--- config.mk ---
export PLATFORM = sky130hd
export DESIGN_NAME = encoder_pulse_width_counter
export DESIGN_NICKNAME = d
export VERILOG_FILES = /design/src/hw/rtl/epwc_pkg.sv /design/src/hw/rtl/encoder_pulse_width_counter.sv /design/src/hw/rtl/epwc_ram.sv
export SDC_FILE = /design/constraint.sdc
export NUM_CORES = 2
export LEC_CHECK = 0
export BUFFER_PORTS_ARGS = -buffer_cell sky130_fd_sc_hd__buf_2
export CAP_MARGIN = 20
export CORE_UTILIZATION = 45
export CTS_BUF_LIST = sky130_fd_sc_hd__clkbuf_8 sky130_fd_sc_hd__clkbuf_16
export DETAILED_ROUTE_END_ITERATION = 10
export GPL_ROUTABILITY_DRIVEN = 0
export PLACE_DENSITY = 0.65
export SYNTH_ARGS = -nofsm -noshare
export SYNTH_HDL_FRONTEND = slang
export SYNTH_HIERARCHICAL = 1
export SYNTH_SLANG_ARGS = --single-unit
--- constraint.sdc ---
create_clock -name clk -period 10.9 [get_ports clk]
set_input_delay 1.09 -clock clk [delete_from_list [all_inputs] [get_ports clk]]
set_output_delay 1.09 -clock clk [all_outputs]
set_load 0.02 [all_outputs]
--- src/hw/rtl/epwc_pkg.sv ---
`timescale 1ns / 1ps
// shared constants and types for the encoder pulse width counter
// no dependencies; imported by the top level

package epwc_pkg;

  localparam int CH_W         = 2;
  localparam int NUM_CHANNELS = 1 << CH_W;
  localparam int TIMER_BITS   = 16;
  localparam int WIN_LOG2     = 3;
  localparam int WINDOW_DEPTH = 1 << WIN_LOG2;
  localparam int SUM_W        = TIMER_BITS + WIN_LOG2;
  localparam int WIN_ADDR_W   = CH_W + WIN_LOG2;
  localparam int WIN_WORDS    = NUM_CHANNELS * WINDOW_DEPTH;
  localparam int CNT_W        = 16;
  localparam int MAXP_W       = 15;
  localparam logic [MAXP_W-1:0] MAXP_RESET = 15'd1024;

  // tdata layouts, padded to whole bytes
  localparam int IN_RAW_W   = CH_W + TIMER_BITS + 1;
  localparam int IN_DATA_W  = ((IN_RAW_W + 7) / 8) * 8;
  localparam int OUT_RAW_W  = CH_W + 1 + TIMER_BITS + 1 + 2 * CNT_W;
  localparam int OUT_DATA_W = ((OUT_RAW_W + 7) / 8) * 8;

  typedef enum logic {
    OP_CAPTURE = 1'b0,
    OP_CLEAR   = 1'b1
  } op_t;

  typedef struct packed {
    op_t                   op;
    logic [CH_W-1:0]       ch;
    logic [TIMER_BITS-1:0] stamp;
    logic                  pb;
  } item_t;

endpackage

--- src/hw/rtl/encoder_pulse_width_counter.sv ---
`timescale 1ns / 1ps
// encoder pulse width counter: four channel edge capture, sliding width average,
// step and turn counts. depends on epwc_pkg and epwc_ram (width window store)
//
// an accepted item waits in stage 1 and is registered onto out_* as it advances
// throughput: one item per cycle unless out_tready stalls; the window ram read is
// issued at accept and the read-modify-write completes as stage 1 advances
// reset: synchronous active low; all channels armed for a rising edge, counts,
// sums and averages zero, turn limit 1024; the window ram is not cleared

module encoder_pulse_width_counter (
  input  logic                              clk,
  input  logic                              rst_n,
  input  logic                              in_tvalid,
  output logic                              in_tready,
  // channel, stamp, phase_b, zero pad
  input  logic [epwc_pkg::IN_DATA_W-1:0]    in_tdata,
  // op
  input  logic                              in_tuser,
  output logic                              out_tvalid,
  input  logic                              out_tready,
  // out_channel, forward, avg_width, avg_valid, step_count, turn_count, zero pad
  output logic [epwc_pkg::OUT_DATA_W-1:0]   out_tdata,
  // was_falling, glitch
  output logic [1:0]                        out_tuser,
  input  logic                              cfg_wr_en,
  input  logic [epwc_pkg::MAXP_W-1:0]       cfg_wr_data
);

  import epwc_pkg::*;

  logic [MAXP_W-1:0] turn_limit_r;

  // per-channel state
  logic                  await_r  [NUM_CHANNELS];
  logic [TIMER_BITS-1:0] stamp_r  [NUM_CHANNELS];
  logic                  phase_r  [NUM_CHANNELS];
  logic                  dir_r    [NUM_CHANNELS];
  logic [SUM_W-1:0]      sum_r    [NUM_CHANNELS];
  logic [WIN_LOG2-1:0]   ptr_r    [NUM_CHANNELS];
  logic                  full_r   [NUM_CHANNELS];
  logic [TIMER_BITS-1:0] avg_r    [NUM_CHANNELS];
  logic [CNT_W-1:0]      steps_r  [NUM_CHANNELS];
  logic [CNT_W-1:0]      turns_r  [NUM_CHANNELS];

  logic                  await_nxt [NUM_CHANNELS];
  logic [TIMER_BITS-1:0] stamp_nxt [NUM_CHANNELS];
  logic                  phase_nxt [NUM_CHANNELS];
  logic                  dir_nxt   [NUM_CHANNELS];
  logic [SUM_W-1:0]      sum_nxt   [NUM_CHANNELS];
  logic [WIN_LOG2-1:0]   ptr_nxt   [NUM_CHANNELS];
  logic                  full_nxt  [NUM_CHANNELS];
  logic [TIMER_BITS-1:0] avg_nxt   [NUM_CHANNELS];
  logic [CNT_W-1:0]      steps_nxt [NUM_CHANNELS];
  logic [CNT_W-1:0]      turns_nxt [NUM_CHANNELS];

  // stage 1 holds the accepted item while the ram read completes
  item_t s1_r;
  logic  s1_valid_r;
  logic  s1_adv;

  logic                     out_valid_r;
  logic [OUT_DATA_W-1:0]    out_data_r;
  logic [1:0]               out_user_r;
  logic [OUT_DATA_W-1:0]    out_data_nxt;
  logic [1:0]               out_user_nxt;

  item_t                 in_item;
  logic                  in_acc;
  logic [WIN_ADDR_W-1:0] rd_addr;
  logic [TIMER_BITS-1:0] ram_rdata;
  logic                  ram_we;
  logic [WIN_ADDR_W-1:0] wr_addr;
  logic [TIMER_BITS-1:0] width;

  logic                  falling;
  logic                  glitch;
  logic [TIMER_BITS-1:0] oldest;
  logic [SUM_W-1:0]      sum_new;
  logic signed [CNT_W:0] step_ext;
  logic signed [CNT_W:0] lim;
  logic signed [CNT_W:0] neg_lim;
  logic [CH_W-1:0]       ch;
  logic                  steps_all_zero;

  assign in_item.op    = op_t'(in_tuser);
  assign in_item.ch    = in_tdata[CH_W-1:0];
  assign in_item.stamp = in_tdata[CH_W +: TIMER_BITS];
  assign in_item.pb    = in_tdata[CH_W+TIMER_BITS];

  assign s1_adv    = s1_valid_r && (!out_valid_r || out_tready);
  assign in_tready = !s1_valid_r || s1_adv;
  assign in_acc    = in_tvalid && in_tready;

  // read the slot the next width of this channel lands in, after this cycle's update
  assign rd_addr = {in_item.ch, ptr_nxt[in_item.ch]};
  assign ch      = s1_r.ch;
  assign wr_addr = {ch, ptr_r[ch]};
  assign width   = s1_r.stamp - stamp_r[ch];

  epwc_ram #(
    .WIDTH (TIMER_BITS),
    .DEPTH (WIN_WORDS)
  ) u_window (
    .clk   (clk),
    .we    (ram_we),
    .waddr (wr_addr),
    .wdata (width),
    .re    (in_acc),
    .raddr (rd_addr),
    .rdata (ram_rdata)
  );

  always_comb begin
    for (int k = 0; k < NUM_CHANNELS; k++) begin
      await_nxt[k] = await_r[k];
      stamp_nxt[k] = stamp_r[k];
      phase_nxt[k] = phase_r[k];
      dir_nxt[k]   = dir_r[k];
      sum_nxt[k]   = sum_r[k];
      ptr_nxt[k]   = ptr_r[k];
      full_nxt[k]  = full_r[k];
      avg_nxt[k]   = avg_r[k];
      steps_nxt[k] = steps_r[k];
      turns_nxt[k] = turns_r[k];
    end
    falling  = 1'b0;
    glitch   = 1'b0;
    ram_we   = 1'b0;
    oldest   = full_r[ch] ? ram_rdata : '0;
    sum_new  = sum_r[ch] - SUM_W'(oldest) + SUM_W'(width);
    step_ext = dir_r[ch] ? ($signed({steps_r[ch][CNT_W-1], steps_r[ch]}) + 17'sd1)
                         : ($signed({steps_r[ch][CNT_W-1], steps_r[ch]}) - 17'sd1);
    lim      = $signed({{(CNT_W+1-MAXP_W){1'b0}}, turn_limit_r});
    neg_lim  = -lim;

    if (s1_adv) begin
      if (s1_r.op == OP_CLEAR) begin
        for (int k = 0; k < NUM_CHANNELS; k++) begin
          steps_nxt[k] = '0;
          turns_nxt[k] = '0;
        end
      end else if (!await_r[ch]) begin
        stamp_nxt[ch] = s1_r.stamp;
        phase_nxt[ch] = s1_r.pb;
        dir_nxt[ch]   = s1_r.pb;
        await_nxt[ch] = 1'b1;
      end else begin
        await_nxt[ch] = 1'b0;
        falling       = 1'b1;
        if (s1_r.pb != phase_r[ch]) begin
          ram_we      = 1'b1;
          sum_nxt[ch] = sum_new;
          ptr_nxt[ch] = ptr_r[ch] + 1'b1;
          if (full_r[ch] || (ptr_r[ch] == WIN_LOG2'(WINDOW_DEPTH - 1))) begin
            full_nxt[ch] = 1'b1;
            avg_nxt[ch]  = sum_new[SUM_W-1:WIN_LOG2];
          end
          // step count carries into the turn count at either limit
          if (step_ext >= lim) begin
            turns_nxt[ch] = turns_r[ch] + 1'b1;
            steps_nxt[ch] = '0;
          end else if (step_ext <= neg_lim) begin
            turns_nxt[ch] = turns_r[ch] - 1'b1;
            steps_nxt[ch] = '0;
          end else begin
            steps_nxt[ch] = step_ext[CNT_W-1:0];
          end
        end else begin
          glitch = 1'b1;
        end
      end
    end

    out_data_nxt = '0;
    out_data_nxt[OUT_RAW_W-1:0] = {turns_nxt[ch], steps_nxt[ch], full_nxt[ch], avg_nxt[ch],
                                   dir_nxt[ch], ch};
    out_user_nxt = {glitch, falling};
  end

  always_ff @(posedge clk) begin
    if (!rst_n) begin
      turn_limit_r <= MAXP_RESET;
      s1_valid_r   <= 1'b0;
      out_valid_r  <= 1'b0;
      for (int k = 0; k < NUM_CHANNELS; k++) begin
        await_r[k] <= 1'b0;
        stamp_r[k] <= '0;
        phase_r[k] <= 1'b0;
        dir_r[k]   <= 1'b0;
        sum_r[k]   <= '0;
        ptr_r[k]   <= '0;
        full_r[k]  <= 1'b0;
        avg_r[k]   <= '0;
        steps_r[k] <= '0;
        turns_r[k] <= '0;
      end
    end else begin
      if (cfg_wr_en) begin
        turn_limit_r <= cfg_wr_data;
      end
      for (int k = 0; k < NUM_CHANNELS; k++) begin
        await_r[k] <= await_nxt[k];
        stamp_r[k] <= stamp_nxt[k];
        phase_r[k] <= phase_nxt[k];
        dir_r[k]   <= dir_nxt[k];
        sum_r[k]   <= sum_nxt[k];
        ptr_r[k]   <= ptr_nxt[k];
        full_r[k]  <= full_nxt[k];
        avg_r[k]   <= avg_nxt[k];
        steps_r[k] <= steps_nxt[k];
        turns_r[k] <= turns_nxt[k];
      end
      if (in_tready) begin
        s1_valid_r <= in_tvalid;
      end
      if (s1_adv) begin
        out_valid_r <= 1'b1;
      end else if (out_tready) begin
        out_valid_r <= 1'b0;
      end
    end
  end

  // payload registers
  always_ff @(posedge clk) begin
    if (in_acc) begin
      s1_r <= in_item;
    end
    if (s1_adv) begin
      out_data_r <= out_data_nxt;
      out_user_r <= out_user_nxt;
    end
  end

  assign out_tvalid = out_valid_r;
  assign out_tdata  = out_data_r;
  assign out_tuser  = out_user_r;

  always_comb begin
    steps_all_zero = 1'b1;
    for (int k = 0; k < NUM_CHANNELS; k++) begin
      if (steps_r[k] != '0 || turns_r[k] != '0) begin
        steps_all_zero = 1'b0;
      end
    end
  end

  a_stall_blocks_input: assert property (@(posedge clk) disable iff (!rst_n)
    (s1_valid_r && !s1_adv) |-> !in_tready)
    else $error("input taken while stage 1 is stalled");

  a_glitch_is_falling: assert property (@(posedge clk) disable iff (!rst_n)
    (out_tvalid && out_tuser[1]) |-> out_tuser[0])
    else $error("glitch reported on a non-falling item");

  a_avg_zero_until_full: assert property (@(posedge clk) disable iff (!rst_n)
    (out_tvalid && !out_tdata[CH_W+1+TIMER_BITS]) |->
      (out_tdata[CH_W+1 +: TIMER_BITS] == '0))
    else $error("average shown before window filled");

  a_clear_zeroes_counts: assert property (@(posedge clk) disable iff (!rst_n)
    (s1_adv && s1_r.op == OP_CLEAR) |=> steps_all_zero)
    else $error("clear left a step or turn count set");

endmodule

--- src/hw/rtl/epwc_ram.sv ---
`timescale 1ns / 1ps
// generic single write port, single read port ram with registered read
// no dependencies

module epwc_ram #(
  parameter int WIDTH = 16,
  parameter int DEPTH = 32
) (
  input  logic                     clk,
  input  logic                     we,
  input  logic [$clog2(DEPTH)-1:0] waddr,
  input  logic [WIDTH-1:0]         wdata,
  input  logic                     re,
  input  logic [$clog2(DEPTH)-1:0] raddr,
  output logic [WIDTH-1:0]         rdata
);

  logic [WIDTH-1:0] mem [DEPTH];

  always_ff @(posedge clk) begin
    if (we) begin
      mem[waddr] <= wdata;
    end
    if (re) begin
      rdata <= mem[raddr];
    end
  end

endmodule
==> run_results.csv <==
group,metric,value,unit
run_status,outcome,"finished, final reports clean",
grt,grt_antenna_before_repair,5,
synthesis,synth_edf_count,608,
placement,dp_hpwl,76.76,mm
synthesis,async_flop_share,0,%
sta,setup_viol_count_final,0,
routing,initialDrtViolationCount,3571,
clocking,clk_path_buf_depth,3,
run,max_cap_viol_count,0,
synthesis,synth_seq_cells,981,
sta,finalSetupTns,0,ns
critical_path,required,11.31,ns
clocking,clockRootBuffer,"clkbuf_16",
final_layout,fin_nets,4217,
critical_path,cp-end-kind,"register",
clocking,clock_sinks,981,
worst_hold_path,hold_class,"reg -> reg",
routing,wl_per_cell,22.74,um
critical_path,critPathLaunchType,"register",
routing,drt-total-wl,125.5,mm
clocking,cts_htree_levels,3,
sta,period_share,79.46,%
sta,skew,0.06737,ns
final_layout,layout-drive-gt1-share,12.43,%
synthesis,synth_top_cell_area_share,39.85,%
routing,vias_per_cell,5.929,
clocking,cts_setup_buffers,0,
clocking,cts_hold_buf,0,
grt,grt_pass1_wl,189.8,mm
clocking,clkLatencyLatePin,0.73,ns
synthesis,yosys.cell_types.count,85,
final_layout,fin_cells,5519,
synthesis,yosys-top-cells-area,"edfxtp_1 40%, dfxtp_1 16%, mux2i_1 6.5%, mux4_2 4.9%, nand2_1 4.7%",
clocking,cts.clk_slew.worst_paths,0.06,ns
synthesis,synth_warnings,6,
placement,numPortBuffers,95,
floorplanning,start_util,45.61,%
grt,grtUsageTotal,23.98,%
floorplanning,ioPinCount,105,
sta,fin_crit,8.661,ns
floorplanning,floorplan.core_area,100400,um2
synthesis,synth_top_area_cell,"edfxtp_1",
floorplanning,rows,116,
synthesis,ys_dominant_reg_cell,"edfxtp_1",
final_layout,regArea,25730,um2
sta,worst_pin_slew,1.135,ns
routing,drt_pass1_iterations,6,
sta,rsz0062_at_grt,"no",
grt,grt_remaining_overflow,0,
synthesis,synth_area,45810,um2
critical_path,cp_data_arrival_time,9.07,ns
final_layout,syn_to_final_growth,12.06,%
power_and_ir_drop,ir_drop,0.1447,mV
power_and_ir_drop,leakage,17.36,nW
floorplanning,die_h,321.1,um
grt,grt_pass1_vias,31500,
synthesis,synth-seq-area-share,56.15,%
critical_path,worstSetupPathType,"reg -> reg",
floorplanning,dieWidth,321.1,um
floorplanning,die_area,103100,um2
sta,timing.fmax,115.5,MHz
sta,hold_viol_final,0,
synthesis,netlist_instances,4005,
final_layout,final_core_util,51.11,%
sta,slew_headroom,23.54,%
routing,drtAntennaViolNets,0,
routing,via_count,32720,
clocking,cts_made_buffers,104,
clocking,post_cts_resized,0,
grt,grt_max_degree,124,
synthesis,postSynthAreaPerCell,11.44,um2
critical_path,crit_path_max_fanout,33,
final_layout,fillers,8737,
power_and_ir_drop,powerDensity,169.1,nW/um2
sta,slew_viol_final,0,
routing,route.detailed.drc,0,
placement,placed_cells,5316,
final_layout,multi_input_area,18610,um2
clocking,cts_tree,"yes",
worst paths after layout:
kind / from / to / slack (ns) / depth (start not counted)
setup / recovery: register / out_tdata[45] / 2.24 / 22
hold / removal: sum_r[1][2] / sum_r[1][2] / 0.45 / 2
setup reg to reg: register / out_tdata[45] / 2.24 / 22
hold reg to reg: sum_r[1][2] / sum_r[1][2] / 0.45 / 2
cell usage after synthesis, types with 12 or more instances:
cell,count
a21oi_1,304
fa_1,18
mux4_2,99
nand4_1,29
o21ai_0,96
buf_4,26
clkbuf_1,156
buf_1,20
dfxtp_1,373
a31oi_1,33
o31ai_1,15
a22o_1,54
o22ai_1,17
mux2i_1,299
nor2_1,289
xor2_1,31
nand2_1,569
nand3_1,97
o311ai_0,12
a22oi_1,83
and2_1,123
buf_2,30
a21o_1,26
nor3_1,71
xnor2_1,51
or3_1,17
inv_1,83
o211ai_1,15
and3_1,21
ha_1,86
edfxtp_1,608
nor4_1,16
a211oi_1,42
report_power, final:
part / switching, mW / internal, mW / leakage (nW) / total [mW]
Combinational: 0.729 / 0.286 / 7.01 / 1.02
Sequential: 0.0316 / 4.02 / 8.53 / 4.06
Clock: 1.53 / 2.08 / 1.82 / 3.61
Total: 2.29 / 6.39 / 17.4 / 8.68
worst max-delay path: stages (launching register included):
cell	delay [ns]
dfxtp_4	0.87
mux4_2	0.68
inv_1	0.50
ha_1	0.41
o21a_1	0.19
o21ai_0	0.20
nor3_1	0.10
or3_1	0.39
and2_1	0.19
a31o_2	0.26
a21oi_1	0.15
o21bai_1	0.08
xor2_1	0.45
ha_1	0.35
o211ai_1	0.09
nor3_1	0.09
a211oi_1	0.61
or4b_1	0.77
nand3_2	0.65
buf_4	0.35
a2111oi_0	0.11
o32a_1	0.41
mux4_2	0.47
final cells by class:
type	count	area share [%]
Clock buffer	109	5.226
Timing Repair Buffer	205	2.783
Tap cell	1357	3.307
Inverter	88	0.6532
Multi-Input combinational cell	2688	36.25
Clock inverter	89	1.640
Sequential cell	981	50.13
Antenna cell	2	0.009749
layer usage:
layer	vias to the layer above	global-route usage [%]	share of wire (%)
li1	14940	-	-
met2	1450	38.19	46
met4	2	8.667	3.4
met3	275	3.413	7.6
met1	16050	33.37	43
met5	-	0	0.015
registers in the layout, indices dropped and copies added (netlist names), 18 cells and up, named ones only:
name          cells
u_window/mem    512
sum_r            76
out_tdata        52
s1_r             18
turns_r          64
steps_r          64
avg_r            64
stamp_r          64
layout by cell type, fill, tap and decap left out, types with 11 or more instances in the layout:
master and count:
ha_1 86, a21o_1 26, clkinv_2 22, nor4_1 16, a211oi_1 42, dfxtp_1 371, nand3_1 97, clkinv_1 19
o31ai_1 15, clkbuf_16 105, and2_1 122, o21ai_0 96, o22ai_1 17, buf_4 104, xnor2_1 46, inv_1 106
o211ai_1 15, nor3_1 71, o21a_1 11, mux2i_1 299, xor2_1 28, o311ai_0 12, buf_2 94, a31oi_1 33
nor2_1 284, or3_1 17, a22o_1 54, bufinv_16 12, a21oi_1 303, nand4_1 29, edfxtp_1 608, and3_1 21
nand2_1 569, a22oi_1 83, fa_1 18, mux4_2 98
cell families (layout without fill, tap and decap cells):
logic type               after synthesis  after routing  synth area share, %
multiplexers                         404            404                11.55
adder cells (fa/ha/maj)              104            104                3.135
flip-flops                           981            981                56.15
other                                  1              6             0.008186
AND/OR/NAND/NOR                     1281           1281                12.48
AO/OA/AOI/OAI                        813            813                11.58
XOR/XNOR                              82             82                1.568
buffers and inverters                339            491                3.529
metrics by stage:
stage          power (mW)  instance area [um2]  setup WS [ns]  hold WS (ns)
2_1_floorplan       4.767                45820          2.633        0.4321
3_3_place_gp        5.108                47670          2.363        0.4380
3_5_place_dp        5.124                47720          2.341        0.4437
4_1_cts             8.714                51250          2.339        0.4521
5_1_grt             8.947                51330          1.880        0.4629
6_report            8.681                51340          2.239        0.4508
(Power assumes the default switching activity.)
